File: src/rtl/ryc_pkg.sv
// Shared types, coefficient constants and fixed-point helper for the color converter.
`default_nettype none

package ryc_pkg;

  // Coefficient magnitudes in millionths (full-range BT.709).
  localparam longint M_ONE  = 1000000;
  localparam longint M_FY_R = 212600;
  localparam longint M_FY_G = 715200;
  localparam longint M_FY_B = 72200;
  localparam longint M_FU_R = 114572;
  localparam longint M_FU_G = 385428;
  localparam longint M_FV_G = 454153;
  localparam longint M_FV_B = 45847;
  localparam longint M_RR_V = 1574800;
  localparam longint M_RG_U = 187330;
  localparam longint M_RG_V = 468130;
  localparam longint M_RB_U = 1855630;

  localparam int CHAN_W = 8;
  localparam int OPND_W = CHAN_W + 1;
  localparam int NCHAN  = 3;

  localparam logic DIR_FWD = 1'b0;
  localparam logic DIR_REV = 1'b1;

  // Operands after chroma re-centering, one per input channel.
  typedef struct packed {
    logic                         dir;
    logic [NCHAN-1:0][OPND_W-1:0] x;
  } ryc_opnd_t;

  // round(micro * 2^frac / 1e6), half up; elaboration only.
  function automatic longint coef_fix(input longint micro, input int frac);
    coef_fix = (micro * (longint'(1) << frac) + M_ONE / 2) / M_ONE;
  endfunction

endpackage

`default_nettype wire

File: src/rtl/ryc_operand.sv
// Stage 1: operand register, chroma re-centered in reverse mode.
`default_nettype none

module ryc_operand
  import ryc_pkg::*;
(
  input  wire logic              clk,
  input  wire logic              rst_n,
  input  wire logic              valid_i,
  output logic                   ready_o,
  input  wire logic [CHAN_W-1:0] a_i,
  input  wire logic [CHAN_W-1:0] b_i,
  input  wire logic [CHAN_W-1:0] c_i,
  input  wire logic              dir_i,
  output logic                   valid_o,
  input  wire logic              ready_i,
  output ryc_opnd_t              opnd_o
);

  logic      vld_r;
  ryc_opnd_t opnd_r;
  ryc_opnd_t opnd_nxt;

  assign ready_o = !vld_r || ready_i;

  always_comb begin
    opnd_nxt.dir  = dir_i;
    opnd_nxt.x[0] = {1'b0, a_i};
    if (dir_i == DIR_REV) begin
      opnd_nxt.x[1] = {1'b0, b_i} - OPND_W'(128);
      opnd_nxt.x[2] = {1'b0, c_i} - OPND_W'(128);
    end else begin
      opnd_nxt.x[1] = {1'b0, b_i};
      opnd_nxt.x[2] = {1'b0, c_i};
    end
  end

  always_ff @(posedge clk) begin
    if (!rst_n) begin
      vld_r <= 1'b0;
    end else if (ready_o) begin
      vld_r <= valid_i;
    end
  end

  always_ff @(posedge clk) begin
    if (ready_o && valid_i) begin
      opnd_r <= opnd_nxt;
    end
  end

  assign valid_o = vld_r;
  assign opnd_o  = opnd_r;

endmodule

`default_nettype wire

File: src/rtl/ryc_product.sv
// Stage 2: nine coefficient-by-operand products, coefficients chosen by direction.
`default_nettype none

module ryc_product
  import ryc_pkg::*;
#(
  parameter int COEF_FRAC_BITS = 16
) (
  input  wire logic      clk,
  input  wire logic      rst_n,
  input  wire logic      valid_i,
  output logic           ready_o,
  input  wire ryc_opnd_t opnd_i,
  output logic           valid_o,
  input  wire logic      ready_i,
  output logic           dir_o,
  output logic [NCHAN*NCHAN-1:0][COEF_FRAC_BITS+OPND_W+1:0] prod_o
);

  localparam int CoefW = COEF_FRAC_BITS + 2;
  localparam int ProdW = CoefW + OPND_W;
  localparam int NProd = NCHAN * NCHAN;

  localparam logic signed [CoefW-1:0] KOne  = CoefW'(longint'(1) << COEF_FRAC_BITS);
  localparam logic signed [CoefW-1:0] KHalf = CoefW'(longint'(1) << (COEF_FRAC_BITS - 1));
  localparam logic signed [CoefW-1:0] KFyR  = CoefW'(coef_fix(M_FY_R, COEF_FRAC_BITS));
  localparam logic signed [CoefW-1:0] KFyG  = CoefW'(coef_fix(M_FY_G, COEF_FRAC_BITS));
  localparam logic signed [CoefW-1:0] KFyB  = CoefW'(coef_fix(M_FY_B, COEF_FRAC_BITS));
  localparam logic signed [CoefW-1:0] KFuR  = CoefW'(-coef_fix(M_FU_R, COEF_FRAC_BITS));
  localparam logic signed [CoefW-1:0] KFuG  = CoefW'(-coef_fix(M_FU_G, COEF_FRAC_BITS));
  localparam logic signed [CoefW-1:0] KFvG  = CoefW'(-coef_fix(M_FV_G, COEF_FRAC_BITS));
  localparam logic signed [CoefW-1:0] KFvB  = CoefW'(-coef_fix(M_FV_B, COEF_FRAC_BITS));
  localparam logic signed [CoefW-1:0] KRrV  = CoefW'(coef_fix(M_RR_V, COEF_FRAC_BITS));
  localparam logic signed [CoefW-1:0] KRgU  = CoefW'(-coef_fix(M_RG_U, COEF_FRAC_BITS));
  localparam logic signed [CoefW-1:0] KRgV  = CoefW'(-coef_fix(M_RG_V, COEF_FRAC_BITS));
  localparam logic signed [CoefW-1:0] KRbU  = CoefW'(coef_fix(M_RB_U, COEF_FRAC_BITS));

  logic                    vld_r;
  logic                    dir_r;
  logic signed [CoefW-1:0] k [NProd];
  logic [NProd-1:0][ProdW-1:0] prod_r;
  logic [NProd-1:0][ProdW-1:0] prod_nxt;

  assign ready_o = !vld_r || ready_i;

  // Row = output channel, column = operand.
  always_comb begin
    if (opnd_i.dir == DIR_REV) begin
      k[0] = KOne;  k[1] = '0;    k[2] = KRrV;
      k[3] = KOne;  k[4] = KRgU;  k[5] = KRgV;
      k[6] = KOne;  k[7] = KRbU;  k[8] = '0;
    end else begin
      k[0] = KFyR;  k[1] = KFyG;  k[2] = KFyB;
      k[3] = KFuR;  k[4] = KFuG;  k[5] = KHalf;
      k[6] = KHalf; k[7] = KFvG;  k[8] = KFvB;
    end
  end

  for (genvar i = 0; i < NProd; i++) begin : g_mul
    assign prod_nxt[i] = ProdW'(k[i]) * ProdW'($signed(opnd_i.x[i % NCHAN]));
  end

  always_ff @(posedge clk) begin
    if (!rst_n) begin
      vld_r <= 1'b0;
    end else if (ready_o) begin
      vld_r <= valid_i;
    end
  end

  always_ff @(posedge clk) begin
    if (ready_o && valid_i) begin
      dir_r  <= opnd_i.dir;
      prod_r <= prod_nxt;
    end
  end

  assign valid_o = vld_r;
  assign dir_o   = dir_r;
  assign prod_o  = prod_r;

endmodule

`default_nettype wire

File: src/rtl/ryc_finish.sv
// Stages 3 and 4: row sums with rounding offset, then clip to 0..255 into the output register.
`default_nettype none

module ryc_finish
  import ryc_pkg::*;
#(
  parameter int COEF_FRAC_BITS = 16
) (
  input  wire logic              clk,
  input  wire logic              rst_n,
  input  wire logic              valid_i,
  output logic                   ready_o,
  input  wire logic              dir_i,
  input  wire logic [NCHAN*NCHAN-1:0][COEF_FRAC_BITS+OPND_W+1:0] prod_i,
  output logic                   valid_o,
  input  wire logic              ready_i,
  output logic [NCHAN-1:0][CHAN_W-1:0] chan_o
);

  localparam int ProdW = COEF_FRAC_BITS + OPND_W + 2;
  localparam int SumW  = COEF_FRAC_BITS + 12;

  localparam logic signed [SumW-1:0] OffHalf =
    SumW'(longint'(1) << (COEF_FRAC_BITS - 1));
  localparam logic signed [SumW-1:0] OffChroma =
    SumW'((longint'(128) << COEF_FRAC_BITS) + (longint'(1) << (COEF_FRAC_BITS - 1)));

  logic                     vld_sum_r;
  logic                     vld_out_r;
  logic                     rdy_out;
  logic signed [SumW-1:0]   sum_r   [NCHAN];
  logic signed [SumW-1:0]   sum_nxt [NCHAN];
  logic signed [SumW-1:0]   off     [NCHAN];
  logic [NCHAN-1:0][CHAN_W-1:0] chan_r;
  logic [NCHAN-1:0][CHAN_W-1:0] chan_nxt;

  assign rdy_out = !vld_out_r || ready_i;
  assign ready_o = !vld_sum_r || rdy_out;

  // Chroma rows of the forward matrix carry the 128 offset.
  always_comb begin
    off[0] = OffHalf;
    off[1] = (dir_i == DIR_FWD) ? OffChroma : OffHalf;
    off[2] = (dir_i == DIR_FWD) ? OffChroma : OffHalf;
  end

  for (genvar r = 0; r < NCHAN; r++) begin : g_row
    logic signed [ProdW-1:0] p0;
    logic signed [ProdW-1:0] p1;
    logic signed [ProdW-1:0] p2;

    assign p0 = $signed(prod_i[r*NCHAN]);
    assign p1 = $signed(prod_i[r*NCHAN+1]);
    assign p2 = $signed(prod_i[r*NCHAN+2]);
    assign sum_nxt[r] = SumW'(p0) + SumW'(p1) + SumW'(p2) + off[r];

    // Negative -> 0, anything at or above 256 -> 255, else the integer part.
    always_comb begin
      if (sum_r[r][SumW-1]) begin
        chan_nxt[r] = '0;
      end else if (|sum_r[r][SumW-2:COEF_FRAC_BITS+CHAN_W]) begin
        chan_nxt[r] = '1;
      end else begin
        chan_nxt[r] = sum_r[r][COEF_FRAC_BITS+CHAN_W-1:COEF_FRAC_BITS];
      end
    end
  end

  always_ff @(posedge clk) begin
    if (!rst_n) begin
      vld_sum_r <= 1'b0;
      vld_out_r <= 1'b0;
    end else begin
      if (ready_o) begin
        vld_sum_r <= valid_i;
      end
      if (rdy_out) begin
        vld_out_r <= vld_sum_r;
      end
    end
  end

  always_ff @(posedge clk) begin
    if (ready_o && valid_i) begin
      sum_r <= sum_nxt;
    end
    if (rdy_out && vld_sum_r) begin
      chan_r <= chan_nxt;
    end
  end

  assign valid_o = vld_out_r;
  assign chan_o  = chan_r;

endmodule

`default_nettype wire

File: src/rtl/rgb_yuv_color_convert_unit.sv
// Top level: full-range BT.709 RGB <-> YCbCr converter, four-stage pipeline.
//
//  channel | dir | tdata fields (lsb first)      | notes
//  --------+-----+-------------------------------+---------------------------
//  in_     | in  | chan_a, chan_b, chan_c (8 ea) | R,G,B fwd / Y,U,V rev
//  out_    | out | out_a, out_b, out_c (8 ea)    | Y,U,V fwd / R,G,B rev
//  cfg_    | in  | cfg_wr_data = direction       | 0 fwd, 1 rev; reset 0
//
// One item per clock sustained while out_tready is high; out_tvalid rises once
// the item is in the output register, past the operand, product and sum registers.
// Stages: operand register, nine multipliers, row sums, clip/output register.
// rst_n clears the valid bits and direction; data registers are not reset.
// A stalled out_tready backs the pipeline up through a combinational ready
// chain; empty stages still fill, nothing is dropped or repeated.
`default_nettype none

module rgb_yuv_color_convert_unit
  import ryc_pkg::*;
#(
  parameter int COEF_FRAC_BITS = 16
) (
  input  wire logic        clk,
  input  wire logic        rst_n,
  input  wire logic        in_tvalid,
  output logic             in_tready,
  input  wire logic [23:0] in_tdata,   // chan_a[7:0], chan_b[15:8], chan_c[23:16]
  output logic             out_tvalid,
  input  wire logic        out_tready,
  output logic [23:0]      out_tdata,  // out_a[7:0], out_b[15:8], out_c[23:16]
  input  wire logic        cfg_wr_en,
  input  wire logic        cfg_wr_data
);

  localparam int ProdW = COEF_FRAC_BITS + OPND_W + 2;

  logic                               direction_r;
  logic                               opnd_vld;
  logic                               opnd_rdy;
  ryc_opnd_t                          opnd;
  logic                               prod_vld;
  logic                               prod_rdy;
  logic                               prod_dir;
  logic [NCHAN*NCHAN-1:0][ProdW-1:0]  prod;
  logic [NCHAN-1:0][CHAN_W-1:0]       chan_out;

  always_ff @(posedge clk) begin
    if (!rst_n) begin
      direction_r <= DIR_FWD;
    end else if (cfg_wr_en) begin
      direction_r <= cfg_wr_data;
    end
  end

  ryc_operand u_operand (
    .clk     (clk),
    .rst_n   (rst_n),
    .valid_i (in_tvalid),
    .ready_o (in_tready),
    .a_i     (in_tdata[7:0]),
    .b_i     (in_tdata[15:8]),
    .c_i     (in_tdata[23:16]),
    .dir_i   (direction_r),
    .valid_o (opnd_vld),
    .ready_i (opnd_rdy),
    .opnd_o  (opnd)
  );

  ryc_product #(
    .COEF_FRAC_BITS (COEF_FRAC_BITS)
  ) u_product (
    .clk     (clk),
    .rst_n   (rst_n),
    .valid_i (opnd_vld),
    .ready_o (opnd_rdy),
    .opnd_i  (opnd),
    .valid_o (prod_vld),
    .ready_i (prod_rdy),
    .dir_o   (prod_dir),
    .prod_o  (prod)
  );

  ryc_finish #(
    .COEF_FRAC_BITS (COEF_FRAC_BITS)
  ) u_finish (
    .clk     (clk),
    .rst_n   (rst_n),
    .valid_i (prod_vld),
    .ready_o (prod_rdy),
    .dir_i   (prod_dir),
    .prod_i  (prod),
    .valid_o (out_tvalid),
    .ready_i (out_tready),
    .chan_o  (chan_out)
  );

  assign out_tdata = {chan_out[2], chan_out[1], chan_out[0]};

endmodule

`default_nettype wire

File: config.mk
export PLATFORM = sky130hd
export DESIGN_NAME = rgb_yuv_color_convert_unit
export DESIGN_NICKNAME = d
export VERILOG_FILES = /design/src/rtl/ryc_pkg.sv /design/src/rtl/ryc_operand.sv /design/src/rtl/ryc_product.sv /design/src/rtl/ryc_finish.sv /design/src/rtl/rgb_yuv_color_convert_unit.sv
export SDC_FILE = /design/constraint.sdc
export NUM_CORES = 2
export LEC_CHECK = 0
export ABC_AREA = 1
export BUFFER_PORTS_ARGS = -buffer_cell sky130_fd_sc_hd__buf_2
export CORE_UTILIZATION = 50
export DETAILED_ROUTE_END_ITERATION = 10
export GPL_TIMING_DRIVEN = 0
export PLACE_DENSITY = 0.73
export SLEW_MARGIN = 10
export SYNTH_ARGS = -nofsm -noshare
export SYNTH_HDL_FRONTEND = slang
export SYNTH_HIERARCHICAL = 1
export SYNTH_SLANG_ARGS = --single-unit
File: constraint.sdc
create_clock -name clk -period 14.2 [get_ports clk]
set_input_delay 2.84 -clock clk [delete_from_list [all_inputs] [get_ports clk]]
set_output_delay 2.84 -clock clk [all_outputs]
set_load 0.02 [all_outputs]
==> impl_metrics.csv <==
group,metric,value,unit
worst_setup_path,critPathMaxStageDelay,0.16,ns
clock_tree,cts_tree,"built",
yosys,syn_inst,5909,
clock_tree,post-cts-setup-buffers,0,
cells_and_area,syn2layout_area_growth,7.691,%
timing,drv_slew,0,
timing,rsz0062_at_grt,"no",
clock_tree,htreeDepth,2,
die,std_cell_rows,113,
routing,drt.antenna.violating_nets,0,
global_routing,grt_overflow,0,
yosys,async_flop_share,0,%
routing,drc,0,
min_path,hold_class,"register to register",
global_routing,track_usage,26.14,%
worst_setup_path,crit_type,"input pin to primary output",
cells_and_area,fillers,8835,
yosys,syn_area,48460,µm²
timing,period_needed,6.579,ns
worst_setup_path,cp_slowest_cell,"buf_2",
yosys,synthTopCellsByCount,"inv_1 (1,593), nand2_1 (1,242), ha_1 (835)",
timing,fin_setup_tns,0,ns
global_routing,grt_max_degree,30,
global_routing,grt_first_pass_wirelength,199.4,mm
clock_tree,cts_buffer_depth,3,
worst_setup_path,cp_max_fo,3,
cells_and_area,drive_above_1_share,4.642,%
worst_setup_path,worstPathArrival,3.74,ns
timing,tightest_slew,1.271,ns
clock_tree,clk_latency,0.62,ns
yosys,synth.area.top_cells,"ha_1 (22%), fa_1 (21%), edfxtp_1 (19%)",
yosys,synth_top_area_cell,"ha_1",
clock_tree,cts.reportedPaths.clkPinSlew,0.06,ns
routing,first_pass_iters,8,
worst_setup_path,startpoint_type,"input pin",
routing,avgRoutedWirePerCell,17.00,µm
placed_design,dpl.hpwl,110.0,mm
yosys,synth-seq-cells,315,
yosys,yosysUniqueCellTypes,47,
die,fp.dieW,313.3,µm
timing,fin_ws,7.621,ns
die,dieArea,98180,µm²
placed_design,dpl_worst_slack,7.608,ns
yosys,syn_area_per_cell,8.202,µm²
routing,avgViaCountPerCell,5.005,
flow_run,maxCapViolCount,0,
timing,fmax,0.1520,GHz
worst_setup_path,cpMostUsedCell,"inv_1",
timing,skew,0.03910,ns
timing,hold_viol,0,
clock_tree,cts-hold-fix-buffers,0,
clock_tree,cts_sinks,315,
timing,min_period_over_period,46.33,%
clock_tree,cts_made_buffers,41,
die,boundaryPins,56,
yosys,synth_top_area_share,21.56,%
worst_setup_path,crit_chain,"buf_2, inv_1, nand3_1, inv_1, nand2_1, inv_1, nand2_1, buf_2",
yosys,synthFlopType,"edfxtp_1",
placed_design,numPortBuffers,55,
worst_setup_path,cp-end-kind,"primary output",
die,die_h,313.3,µm
routing,drt-initial-drc-count,2201,
timing,max-slew-margin-rel,14.94,%
timing,setup_viol,0,
yosys,yosysMostFrequentCell,"inv_1",
yosys,yosys_warnings,6,
routing,route.vias.total,36850,
global_routing,antenna_found_initial,2,
outcome,status,"finished clean",
yosys,synth_edf_count,310,
worst_setup_path,required,11.36,ns
placed_design,gp_congestion,0.9901,
clock_tree,ctsResizeCount,0,
die,core,95440,µm²
routing,drt-total-wl,125.2,mm
cells_and_area,fin_nets,7437,
yosys,synth-seq-area-share,19.41,%
clock_tree,cts_root_buffer,"clkbuf_16",
die,initial_core_util,50.78,%
worst_setup_path,r2r_setup_slack,7.79,ns
global_routing,grt_pass1_vias,37260,
-- critical path: cells and delay by family --
family                 cells  cell delay [ns]
and+or+nand+nor            3             0.28
buffers and inverters      5             0.61
-- cells in the final DEF, fill, tap and decap left out, types with 46 or more instances in the layout --
master and n:
a21oi_1 241, buf_2 56, conb_1 46, edfxtp_1 310, fa_1 508, ha_1 835, inv_1 1592, nand2_1 1242
nand3_1 212, nand4_1 84, nor2_1 329, o21ai_0 106, xnor2_1 60, xor2_1 77
-- path summary, 6_finish.rpt --
check | startpoint | cells past startpoint | end
hold / removal | u_finish/vld_sum_r | 2 | u_finish/valid_o
setup / recovery | out_tready | 8 | in_tready
hold reg to reg | u_finish/vld_sum_r | 2 | u_finish/valid_o
setup reg to reg | u_operand/opnd_o[27] | 18 | u_product/prod_o[214]
-- layer usage --
metal	GRT usage [%]	vias to the layer above	share of wire [%]
met1	35.06	17210	45
met5	0	-	0.010
li1	-	18500	-
met2	43.30	912	46
met3	3.048	226	4.9
met4	10.10	2	4.0
-- final cells by class --
type | instances | area [µm²] | area share [%]
antenna | 1 | 2.502 | 0.004795
buffer | 47 | 299.0 | 0.5730
clock buffer | 48 | 1062 | 2.035
clock inverter | 27 | 294.0 | 0.5634
inverter | 1622 | 6091 | 11.67
multi-input combinational | 3968 | 32860 | 62.97
sequential | 315 | 9409 | 18.03
tap | 1265 | 1583 | 3.033
timing repair buffer | 69 | 588.1 | 1.127
-- cells by family (layout without fill, tap and decap cells) --
| logic type | after synthesis | count (layout) | synth area share [%] |
|---|---|---|---|
| AND/OR/NAND/NOR | 2017 | 2017 | 17.65 |
| buffers and inverters | 1669 | 1813 | 13.19 |
| adder cells (fa/ha/maj) | 1343 | 1343 | 42.54 |
| AO/OA/AOI/OAI | 425 | 425 | 4.707 |
| flip-flops | 315 | 315 | 19.41 |
| XOR/XNOR | 137 | 137 | 2.476 |
| other | 3 | 47 | 0.02323 |
-- metrics by stage --
step                      hold slack, ns  util (%)  cell area [µm²]  instances
final                             0.5310     54.69            52190       7362
after global routing              0.5522     54.68            52190       7361
after CTS                         0.5322     54.68            52190       7361
after detailed placement          0.5152     53.26            50830       7286
after global placement            0.4582     52.90            50490       7272
after floorplan                   0.4473         -            48630       5952
-- sequential cells by signal (all words and copies together), names as in the netlist, 24 cells and up --
| register | count |
|---|---|
| u_product/prod_o | 222 |
| u_operand/opnd_o | 27 |
| u_finish/chan_o | 24 |
| u_finish/sum_r | 36 |
Power is not shown: default switching activity piles up to over one toggle a cycle in this logic, so the estimate is an artifact.
